==> src/rtl/assert_macros.svh <==
// Assertion macros shared by the associative memory RTL.
`ifndef ASSERT_MACROS_SVH
`define ASSERT_MACROS_SVH

// Checked on every clock edge outside reset.
`define HDCAM_ASSERT(lbl, clk, rst, prop, msg) \
  lbl: assert property (@(posedge clk) disable iff (rst) prop) else $error(msg);

// Checked on every clock edge, reset included.
`define HDCAM_ASSERT_ALWAYS(lbl, clk, prop, msg) \
  lbl: assert property (@(posedge clk) prop) else $error(msg);

`endif

==> src/rtl/hdcam_pkg.sv <==
// Shared constants, types and helper functions of the associative memory.
package hdcam_pkg;

  localparam int VECTOR_BITS = 1024;
  localparam int ENTRIES     = 64;
  localparam int WORD_BITS   = 32;
  localparam int VEC_WORDS   = (VECTOR_BITS + WORD_BITS - 1) / WORD_BITS;

  localparam int SLOT_W      = $clog2(ENTRIES);
  localparam int WORD_IDX_W  = (VEC_WORDS > 1) ? $clog2(VEC_WORDS) : 1;
  localparam int BIT_CNT_W   = $clog2(VECTOR_BITS);
  localparam int WORD_LO_W   = $clog2(WORD_BITS);
  localparam int HAM_W       = $clog2(VECTOR_BITS + 1);
  localparam int POP_W       = $clog2(WORD_BITS + 1);
  localparam int CMP_W       = (HAM_W + 2 > 12) ? HAM_W + 2 : 12;
  localparam int VMEM_DEPTH  = 2 ** (SLOT_W + WORD_IDX_W);

  localparam int STATUS_W    = 3;
  localparam int SLOT_OUT_W  = 6;
  localparam int SCORE_W     = 12;
  localparam int KEY_W       = 32;
  localparam int CFG_IDX_W   = 1;
  localparam int CFG_DATA_W  = 12;

  localparam logic [KEY_W-1:0] ZERO_SEED = 32'h5241_4641;

  localparam logic signed [SCORE_W-1:0] EXACT_RESET  = 12'sd1014;
  localparam logic signed [SCORE_W-1:0] REPORT_RESET = 12'sd103;

  localparam logic [CFG_IDX_W-1:0] CFG_EXACT  = 1'b0;
  localparam logic [CFG_IDX_W-1:0] CFG_REPORT = 1'b1;

  localparam logic KIND_LEARN = 1'b0;
  localparam logic KIND_QUERY = 1'b1;

  typedef enum logic [STATUS_W-1:0] {
    ST_INSERTED  = 3'd0,
    ST_DUPLICATE = 3'd1,
    ST_MATCH     = 3'd2,
    ST_EXACT     = 3'd3,
    ST_NOMATCH   = 3'd4
  } status_t;

  // Controller to datapath.
  typedef struct packed {
    logic load;       // latch request, seed generator, rewind slot index
    logic gen_step;   // one generator step, one vector bit
    logic idx_inc;
    logic ham_clr;    // start a slot compare
    logic ham_add;    // accumulate one word
    logic eval;       // threshold check of a finished slot
    logic commit;     // learn: store key, set valid, bump write pointer
    logic emit_dup;
    logic emit_ins;
    logic emit_final; // last query result (pending hit or no-match)
  } cmd_t;

  // Datapath to controller.
  typedef struct packed {
    logic kind;
    logic key_match;
    logic idx_last;
    logic slot_valid;
    logic gen_last;
    logic word_last;
    logic hit;
    logic pend_valid;
    logic out_free;
  } sts_t;

  function automatic logic [KEY_W-1:0] xorshift32(input logic [KEY_W-1:0] r);
    logic [KEY_W-1:0] t;
    t = r ^ (r << 13);
    t = t ^ (t >> 17);
    t = t ^ (t << 5);
    return t;
  endfunction

  function automatic logic [POP_W-1:0] popcount(input logic [WORD_BITS-1:0] x);
    logic [POP_W-1:0] n;
    n = '0;
    for (int i = 0; i < WORD_BITS; i++) begin
      n = n + POP_W'(x[i]);
    end
    return n;
  endfunction

  function automatic logic signed [SCORE_W-1:0] sat_score(
      input logic signed [CMP_W-1:0] d);
    logic signed [SCORE_W-1:0] s;
    if (d > $signed(CMP_W'(2047))) begin
      s = 12'sh7FF;
    end else if (d < -$signed(CMP_W'(2048))) begin
      s = -12'sh800;
    end else begin
      s = SCORE_W'(d);
    end
    return s;
  endfunction

endpackage

==> src/rtl/hdcam_ctrl.sv <==
// Sequencer of the associative memory: learn scan/write and query compare.
`include "assert_macros.svh"

module hdcam_ctrl (
  input  logic              clk,
  input  logic              rst,
  input  logic              in_valid,
  output logic              in_ready,
  output hdcam_pkg::cmd_t   cmd,
  input  hdcam_pkg::sts_t   sts
);

  typedef enum logic [3:0] {
    S_IDLE, S_LREAD, S_LCMP, S_LDUP, S_LGEN, S_LINS,
    S_QGEN, S_QSLOT, S_QRD, S_QADD, S_QEVAL, S_QDONE
  } state_t;

  state_t state, state_next;

  assign in_ready = (state == S_IDLE);

  always_comb begin
    cmd        = '0;
    state_next = state;
    case (state)
      S_IDLE: begin
        if (in_valid) begin
          cmd.load   = 1'b1;
          state_next = S_QGEN;
        end
      end
      S_LREAD: state_next = S_LCMP;
      S_LCMP: begin
        if (sts.key_match) begin
          state_next = S_LDUP;
        end else if (sts.idx_last) begin
          state_next = S_LGEN;
        end else begin
          cmd.idx_inc = 1'b1;
          state_next  = S_LREAD;
        end
      end
      S_LDUP: begin
        if (sts.out_free) begin
          cmd.emit_dup = 1'b1;
          state_next   = S_IDLE;
        end
      end
      S_LGEN: begin
        cmd.gen_step = 1'b1;
        if (sts.gen_last) state_next = S_LINS;
      end
      S_LINS: begin
        if (sts.out_free) begin
          cmd.emit_ins = 1'b1;
          cmd.commit   = 1'b1;
          state_next   = S_IDLE;
        end
      end
      S_QGEN: begin
        // learn items only pass through here to be dispatched to the key scan
        if (sts.kind == hdcam_pkg::KIND_LEARN) begin
          state_next = S_LREAD;
        end else begin
          cmd.gen_step = 1'b1;
          if (sts.gen_last) state_next = S_QSLOT;
        end
      end
      S_QSLOT: begin
        if (sts.slot_valid) begin
          cmd.ham_clr = 1'b1;
          state_next  = S_QRD;
        end else if (sts.idx_last) begin
          state_next = S_QDONE;
        end else begin
          cmd.idx_inc = 1'b1;
        end
      end
      S_QRD: state_next = S_QADD;
      S_QADD: begin
        cmd.ham_add = 1'b1;
        state_next  = sts.word_last ? S_QEVAL : S_QRD;
      end
      S_QEVAL: begin
        // a new hit pushes the held one out, which needs a free output
        if (!(sts.hit && sts.pend_valid && !sts.out_free)) begin
          cmd.eval = 1'b1;
          if (sts.idx_last) begin
            state_next = S_QDONE;
          end else begin
            cmd.idx_inc = 1'b1;
            state_next  = S_QSLOT;
          end
        end
      end
      S_QDONE: begin
        if (sts.out_free) begin
          cmd.emit_final = 1'b1;
          state_next     = S_IDLE;
        end
      end
      default: state_next = S_IDLE;
    endcase
  end

  always_ff @(posedge clk) begin
    if (rst) begin
      state <= S_IDLE;
    end else begin
      state <= state_next;
    end
  end

  `HDCAM_ASSERT(a_emit_free, clk, rst, (cmd.emit_dup || cmd.emit_ins || cmd.emit_final || (cmd.eval && sts.hit && sts.pend_valid)) |-> sts.out_free, "result emitted into a full output register")
  `HDCAM_ASSERT(a_commit_learn, clk, rst, cmd.commit |-> (sts.kind == hdcam_pkg::KIND_LEARN), "commit during a query")
  `HDCAM_ASSERT(a_accept_busy, clk, rst, (in_valid && in_ready) |=> !in_ready, "request accepted without leaving idle")
  `HDCAM_ASSERT_ALWAYS(a_reset_idle, clk, rst |=> (state == S_IDLE), "not idle after reset")

endmodule

==> config.mk <==
export PLATFORM = sky130hd
export DESIGN_NAME = hdcam_ctrl
export DESIGN_NICKNAME = d
export VERILOG_FILES = /design/src/rtl/hdcam_pkg.sv /design/src/rtl/hdcam_ctrl.sv
export VERILOG_INCLUDE_DIRS = /design/src /design/src/rtl
export SDC_FILE = /design/constraint.sdc
export NUM_CORES = 1
export LEC_CHECK = 0
export ABC_AREA = 1
export BUFFER_PORTS_ARGS = -buffer_cell sky130_fd_sc_hd__buf_2
export CORE_MARGIN = 8
export CORE_UTILIZATION = 39
export CTS_CLUSTER_SIZE = 16
export DETAILED_ROUTE_END_ITERATION = 10
export PLACE_DENSITY = 0.66
export SYNTH_ARGS = -nofsm -noshare
export SYNTH_HDL_FRONTEND = slang
export SYNTH_SLANG_ARGS = --single-unit
==> constraint.sdc <==
create_clock -name clk -period 2.1 [get_ports clk]
set_clock_uncertainty 0.2 [all_clocks]
set_input_delay 0.42 -clock clk [delete_from_list [all_inputs] [get_ports clk]]
set_output_delay 0.42 -clock clk [all_outputs]
set_load 0.01 [all_outputs]
Yosys cells after proc, flatten, opt, wreduce, memory -nomap -nowiden:

Cells that the tools add are included.

* register bits: 4
* input bits: 12
* output and inout bits: 11
* word-level logic and storage cells: 55

* eq/ne operators: 17
* mux-type cells: 31
* reduce and logical (&&, ||, !) cells: 6

Operators with widths (count)
* $mux W4: 10
* $pmux W4 S10: 1
* $eq A4 B3 Y1 const B: 4
* $eq A4 B4 Y1 const B: 4
* $mux W1: 16
* $eq A4 B2 Y1 const B: 2
* $ne A2 B2 Y1 const B: 3
* $ne A3 B3 Y1 const B: 2
* $reduce_and A6 Y1: 1
* $eq A4 B1 Y1 const B: 1
* $logic_not A4 Y1: 1
* $mux W3: 1
* $pmux W1 S3: 1
* $reduce_or A3 Y1: 1
* $logic_and A1 B1 Y1: 2
* $mux W2: 1
* $ne A2 B1 Y1 const B: 1
* $pmux W1 S2: 1
* $logic_not A1 Y1: 1

Longest topological paths before layout:

Gate-level depths: netlist of the first run.

* depth in word-level cells: 4
* mapped depth: 10

Least setup slack after synthesis of the first run:

OpenSTA, ideal clock, no wires.

* path type: register -> output
* start point: register state[1]
* end point: output port cmd[7] in the netlist's numbering
* arrival time: 1.214 ns
* required time: 1.480 ns
* path slack: 0.266 ns
* stages on the path, launching flop included: 5
* path buffers: 0
* cell sequence: dfxtp_1 > inv_1 > nor2_4 > nand2_1 > o311ai_0

RTL lines
* from (decl): line hdcam_ctrl.sv:18 `state_t state, state_next;`
* from (signal assigned): line hdcam_ctrl.sv:110 `state <= state_next;`
* to (decl): line hdcam_ctrl.sv:9 `output hdcam_pkg::cmd_t cmd,`

==> reports/results.tsv, run 1 <==
stage	metric	value	unit
global_routing	grt_use_total	11.2	%
finish	fillers	157	
clock_tree	h-tree-depth	1	
synthesis	avgSynthCellArea	5.24	um2
finish	area_delta_synth_final	29.6	%
clock_tree	clockRootBuffer	clkbuf_4	
detailed_routing	wire_per_inst	10.9	um
flow_run	drv_cap	0	
floorplan	rows	13	
floorplan	dieWidth	52.5	um
hold_path	worstHoldPathCells	2	
global_routing	grt_pass1_vias	618	
timing	min_period_over_period	94.3	%
finish	drive_above_1_share	36.6	%
critical_path	arrival	1360	ps
critical_path	ff2ff_path_depth	9	
global_routing	met3_usage	2.27	%
clock_tree	clkTransAtPathRegs	40	ps
synthesis	synth_top_area_cell	nand2_1	
timing	max_slew.worst_pin.slew	297	ps
floorplan	io_pins	23	
floorplan	fp.dieH	52.5	um
finish	nNetsFinal	137	
timing	setup_viol	0	
hold_path	min_to	state[1]	
synthesis	synthTopCellsByArea	nand2_1, dfxtp_1, nor2_1	
global_routing	grt_max_degree	9	
detailed_routing	drt_iter0_drc	15	
placed_design	place_area	641	um2
synthesis	synthCells	99	
synthesis	ys_warn_count	0	
timing	setup_tns	0	ps
pwr	p_leak	0.383	nW
synthesis	syn_area	519	um2
floorplan	core_region_area	1270	um2
floorplan	dieArea	2760	um2
clock_tree	cts_tree	done	
floorplan	initial_core_util	40.9	%
hold_path	worstHoldPathType	input pin to register	
synthesis	synth_top_area_share	21.0	%
timing	fmax	505	MHz
pwr	ir_drop	0.000558	V
detailed_routing	vias	666	
critical_path	crit_fanout	5	
global_routing	grt_pass1_wl	2470	um
pwr	powerDensity	1130	nW/um2
status	outcome	finished clean	
hold_path	hold_path.startpoint	rst	
detailed_routing	drc_errors	0	
timing	maxSlewViolCount	0	
synthesis	yosysUniqueCellTypes	17	
finish	fin_util	53.1	%
synthesis	syn-num-nets	111	
global_routing	antenna_found_initial	0	
global_routing	grt_use_met2	19.0	%
timing	slew-limit-headroom	80.2	%
critical_path	end_kind	output port	
detailed_routing	detail_route.first_pass.iterations	4	
timing	final.min_clock_period	1980	ps
clock_tree	cts_setup_buffers	0	
finish	antenna_cells	0	
global_routing	grt_use_met1	13.1	%
timing	rsz0062_at_grt	no	
finish	largest_register	state	
placed_design	routabilityCongestion	0.882	
synthesis	yosysSeqAreaShare	15.4	%
placed_design	hpwlAfterDp	1300	um
placed_design	io_buffers	22	
timing	finalHoldViolCount	0	
detailed_routing	totalWireLength	1500	um
critical_path	worstReg2RegEnd	state[3]	
detailed_routing	via_per_inst	4.83	
clock_tree	cts_sinks	4	
critical_path	path_class	register to output port	
critical_path	timing.rr.start	state[1]	
clock_tree	cts_hold_buffers	0	
critical_path	reg2reg_slack	560	ps
finish	fin_area	673	um2
synthesis	synth_seq_cells	4	
clock_tree	cts_buffer_depth	2	
clock_tree	cts_buffers	3	
finish	largest_reg_flops	4	
clock_tree	clk_latency	230	ps
critical_path	cp-start-kind	register	
detailed_routing	ant_nets	0	
finish	biggestRegsByFlops	state: 4 flops	
critical_path	required	1480	ps
finish	multi_input_area	374	um2
global_routing	grt.busiest_layer	met2	
global_routing	globalRouteOverflowTotal	0	
finish	regArea	87.6	um2
cell usage after synthesis, drive strengths merged:
library cell and count:
a21oi 6, buf 1, dfxtp 4, inv 16, nand2 32, nand3 7, nand4 3, nor2 24
nor3 3, o21ai 2, o311ai 1
critical path, cell delays in order, from the launching register on:
cell and delay (ps):
dfxtp_2 370, inv_2 80, nor2_4 150, nand2_2 100, nor2_2 130, inv_2 50, o311ai_0 70, buf_2 180
layout make-up:
type	instances	share of cell area (%)
Tap cell	15	2.79
Clock buffer	3	3.35
Inverter	16	8.92
Timing Repair Buffer	22	16.4
Sequential cell	4	13.0
Multi-Input combinational cell	78	55.6
cell families after synthesis:
group	after synthesis	synth area share, %
and+or+nand+nor	69	61.4
buffers and inverters	17	13.0
AOI/OAI and AO/OA	9	10.1
DFF	4	15.4
cells in the final DEF (no fill, tap or decap), drive strengths merged:
cell	instances
nand2	32
o311ai	1
nor3	3
nand4	3
inv	16
a21oi	6
nand3	7
clkbuf	3
nor2	24
buf	22
o21ai	2
dfxtp	4
report_power, final:
group / total, W / switching [W] / internal, W / leakage [nW]
combinational: 0.000502 / 0.000324 / 0.000178 / 0.334
clock: 0.0000922 / 0.0000285 / 0.0000637 / 0.0138
sequential: 0.000163 / 0.0000469 / 0.000116 / 0.0347
per-stage QoR:
| step | setup slack, ps | hold slack (ps) | total power (W) | std cells |
|---|---|---|---|---|
| finish | 120 | 186 | 0.000757 | 138 |
| global placement | 262 | 310 | 0.000650 | 135 |
| detailed placement | 223 | 315 | 0.000655 | 135 |
| floorplan | 266 | 282 | 0.000522 | 99 |
| CTS | 30.9 | 178 | 0.000759 | 138 |
| global route | 19.0 | 194 | 0.000842 | 138 |
worst max-delay path by stage:
stage                         from      to  slack, ps  depth (start not counted)
after global placement    state[1]  cmd[7]        260                          5
after floorplan           state[1]  cmd[7]        270                          4
after detailed placement  state[1]  cmd[7]        220                          5
after global routing      state[2]  cmd[7]         20                          7
final                     state[2]  cmd[7]        120                          7
after CTS                 state[0]  cmd[7]         30                          7
what timing repair did:
action | CTS | global route
setup endpoints to repair | 1 | 1
cloned | 0 | 0
gates resized for setup | 2 | 4
metal layers:
metal,up-vias,wire [um]
met5,-,0
met4,0,0
met3,0,150
met2,22,727
met1,284,624
li1,360,-
Note: power is estimated with default switching activity, not from simulation.
==> inputs of run 2 (changes only) <==
==> constraint.sdc (replaced) <==
create_clock -name clk -period 2.4 [get_ports clk]
set_clock_uncertainty 0.2 [all_clocks]
set_input_delay 0.48 -clock clk [delete_from_list [all_inputs] [get_ports clk]]
set_output_delay 0.48 -clock clk [all_outputs]
set_load 0.01 [all_outputs]
==> reports/results.tsv, run 2 (synthesis results as in run 1) <==
stage	metric	value	unit
placed_design	io_buffers	22	
timing	final.min_clock_period	2230	ps
timing	finalHoldViolCount	0	
critical_path	crit_fanout	8	
pwr	powerDensity	970	nW/um2
timing	fmax	448	MHz
global_routing	grt_pass1_wl	2400	um
clock_tree	clkTransAtPathRegs	40	ps
pwr	pwr-share-seq	21.0	%
clock_tree	cts_setup_buffers	0	
clock_tree	cts_sinks	4	
finish	drive_above_1_share	32.5	%
finish	biggestRegsByFlops	state: 4 flops	
detailed_routing	wl_met3	123	um
global_routing	antenna_found_initial	0	
detailed_routing	via_per_inst	4.86	
clock_tree	h-tree-depth	1	
floorplan	core_region_area	1270	um2
floorplan	initial_core_util	40.9	%
hold_path	worstHoldPathType	input pin to register	
hold_path	worstHoldPathCells	2	
pwr	ir_drop	0.000471	V
critical_path	cp-start-kind	register	
flow_run	drv_cap	0	
clock_tree	clk_latency	230	ps
finish	largest_reg_flops	4	
floorplan	rows	13	
pwr	clockPowerShare	12.4	%
floorplan	fp.dieH	52.5	um
detailed_routing	dr_wl_met2	683	um
clock_tree	clockRootBuffer	clkbuf_4	
finish	area_delta_synth_final	27.7	%
clock_tree	cts_hold_buffers	0	
pwr	p_leak	0.382	nW
global_routing	globalRouteOverflowTotal	0	
finish	final_common_cell	nand2_1	
detailed_routing	detail_route.first_pass.iterations	4	
floorplan	io_pins	23	
detailed_routing	drc_errors	0	
clock_tree	cts_buffers	3	
floorplan	dieArea	2760	um2
timing	slew-limit-headroom	80.2	%
timing	max_slew.worst_pin.slew	293	ps
timing	maxSlewViolCount	0	
placed_design	dp_slack	399	ps
finish	final_cell_mix	nand2_1, buf_2, nor2_1	
pwr	p_int	0.000304	W
critical_path	timing.rr.start	state[1]	
critical_path	required	1720	ps
critical_path	end_kind	output port	
critical_path	ff2ff_path_depth	8	
critical_path	reg2reg_slack	820	ps
detailed_routing	totalWireLength	1430	um
timing	fin_ws	167	ps
pwr	pwr-share-comb	66.6	%
pwr	switching_share	52.8	%
detailed_routing	ant_nets	0	
detailed_routing	vias	671	
finish	nNetsFinal	137	
timing	setup_tns	0	ps
clock_tree	cts_resized	0	
global_routing	grt_pass1_vias	617	
clock_tree	cts_tree	done	
finish	antenna_cells	0	
detailed_routing	top_layer	met3	
global_routing	grt_max_degree	9	
detailed_routing	wire_per_inst	10.3	um
timing	setup_viol	0	
placed_design	routabilityCongestion	0.888	
global_routing	grt_use_total	10.9	%
critical_path	worstReg2RegEnd	state[1]	
floorplan	dieWidth	52.5	um
pwr	p_sw	0.000340	W
clock_tree	cts_buffer_depth	2	
timing	rsz0062_at_grt	no	
status	outcome	finished clean	
critical_path	arrival	1550	ps
critical_path	cp-endpoint	cmd[7]	
critical_path	path_class	register to output port	
critical_path	crit_start	state[1]	
placed_design	hpwlAfterDp	1240	um
timing	min_period_over_period	93.0	%
detailed_routing	met1_length	619	um
timing	hold_ws	261	ps
finish	largest_register	state	
pwr	finalPower	0.000643	W
detailed_routing	drt_iter0_drc	10	
## run 2: cell types whose count changed in the layout (fill, tap and decap cells not counted)
cell	delta
dfxtp_1	+4
nor2_2	-1
nor2_1	+1
dfxtp_2	-3
dfxtp_4	-1
## run 2: through the flow
stage               std cells  instance area, um2  utilization [%]
CTS                       138                 663             52.3
global route              138                 663             52.3
floorplan                  99                 519                -
global placement          135                 641             50.5
finish                    138                 663             52.3
detailed placement        135                 641             50.5
## run 2: final cells by class
class / instances / area [um2]
clock buffer: 3 / 22.5
fill: 158 / 606
sequential: 4 / 80.1
tap: 15 / 18.8
timing repair buffer: 22 / 110
inverter: 16 / 60.1
multi-input combinational: 78 / 372
## run 2: critical path, stage by stage (launching register included)
cell      delay [ps]
dfxtp_1          460
inv_1            150
nor2_4           140
nand2_1           90
o311ai_0         290
buf_2            190
## run 2: worst min path at each step
stage | start | end | slack (ps)
floorplan | state[2] | state[2] | 280
global placement | state[2] | state[2] | 310
detailed placement | state[2] | state[2] | 310
CTS | rst | state[1] | 260
global route | rst | state[1] | 270
finish | rst | state[1] | 260
## run 2: power by group through the flow
stage / clock network, W / registers, W / logic, W
3_3_place_gp: 0 / 0.000135 / 0.000437
6_report: 0.0000797 / 0.000135 / 0.000428
4_1_cts: 0.0000857 / 0.000134 / 0.000434
3_5_place_dp: 0 / 0.000136 / 0.000430
5_1_grt: 0.0000872 / 0.000141 / 0.000490
2_1_floorplan: 0 / 0.000127 / 0.000329
## run 2: layer usage
layer	global-route usage, %	vias up
met5	0	-
met4	5.60	0
met3	1.99	0
met2	19.0	18
met1	12.2	295
li1	-	358
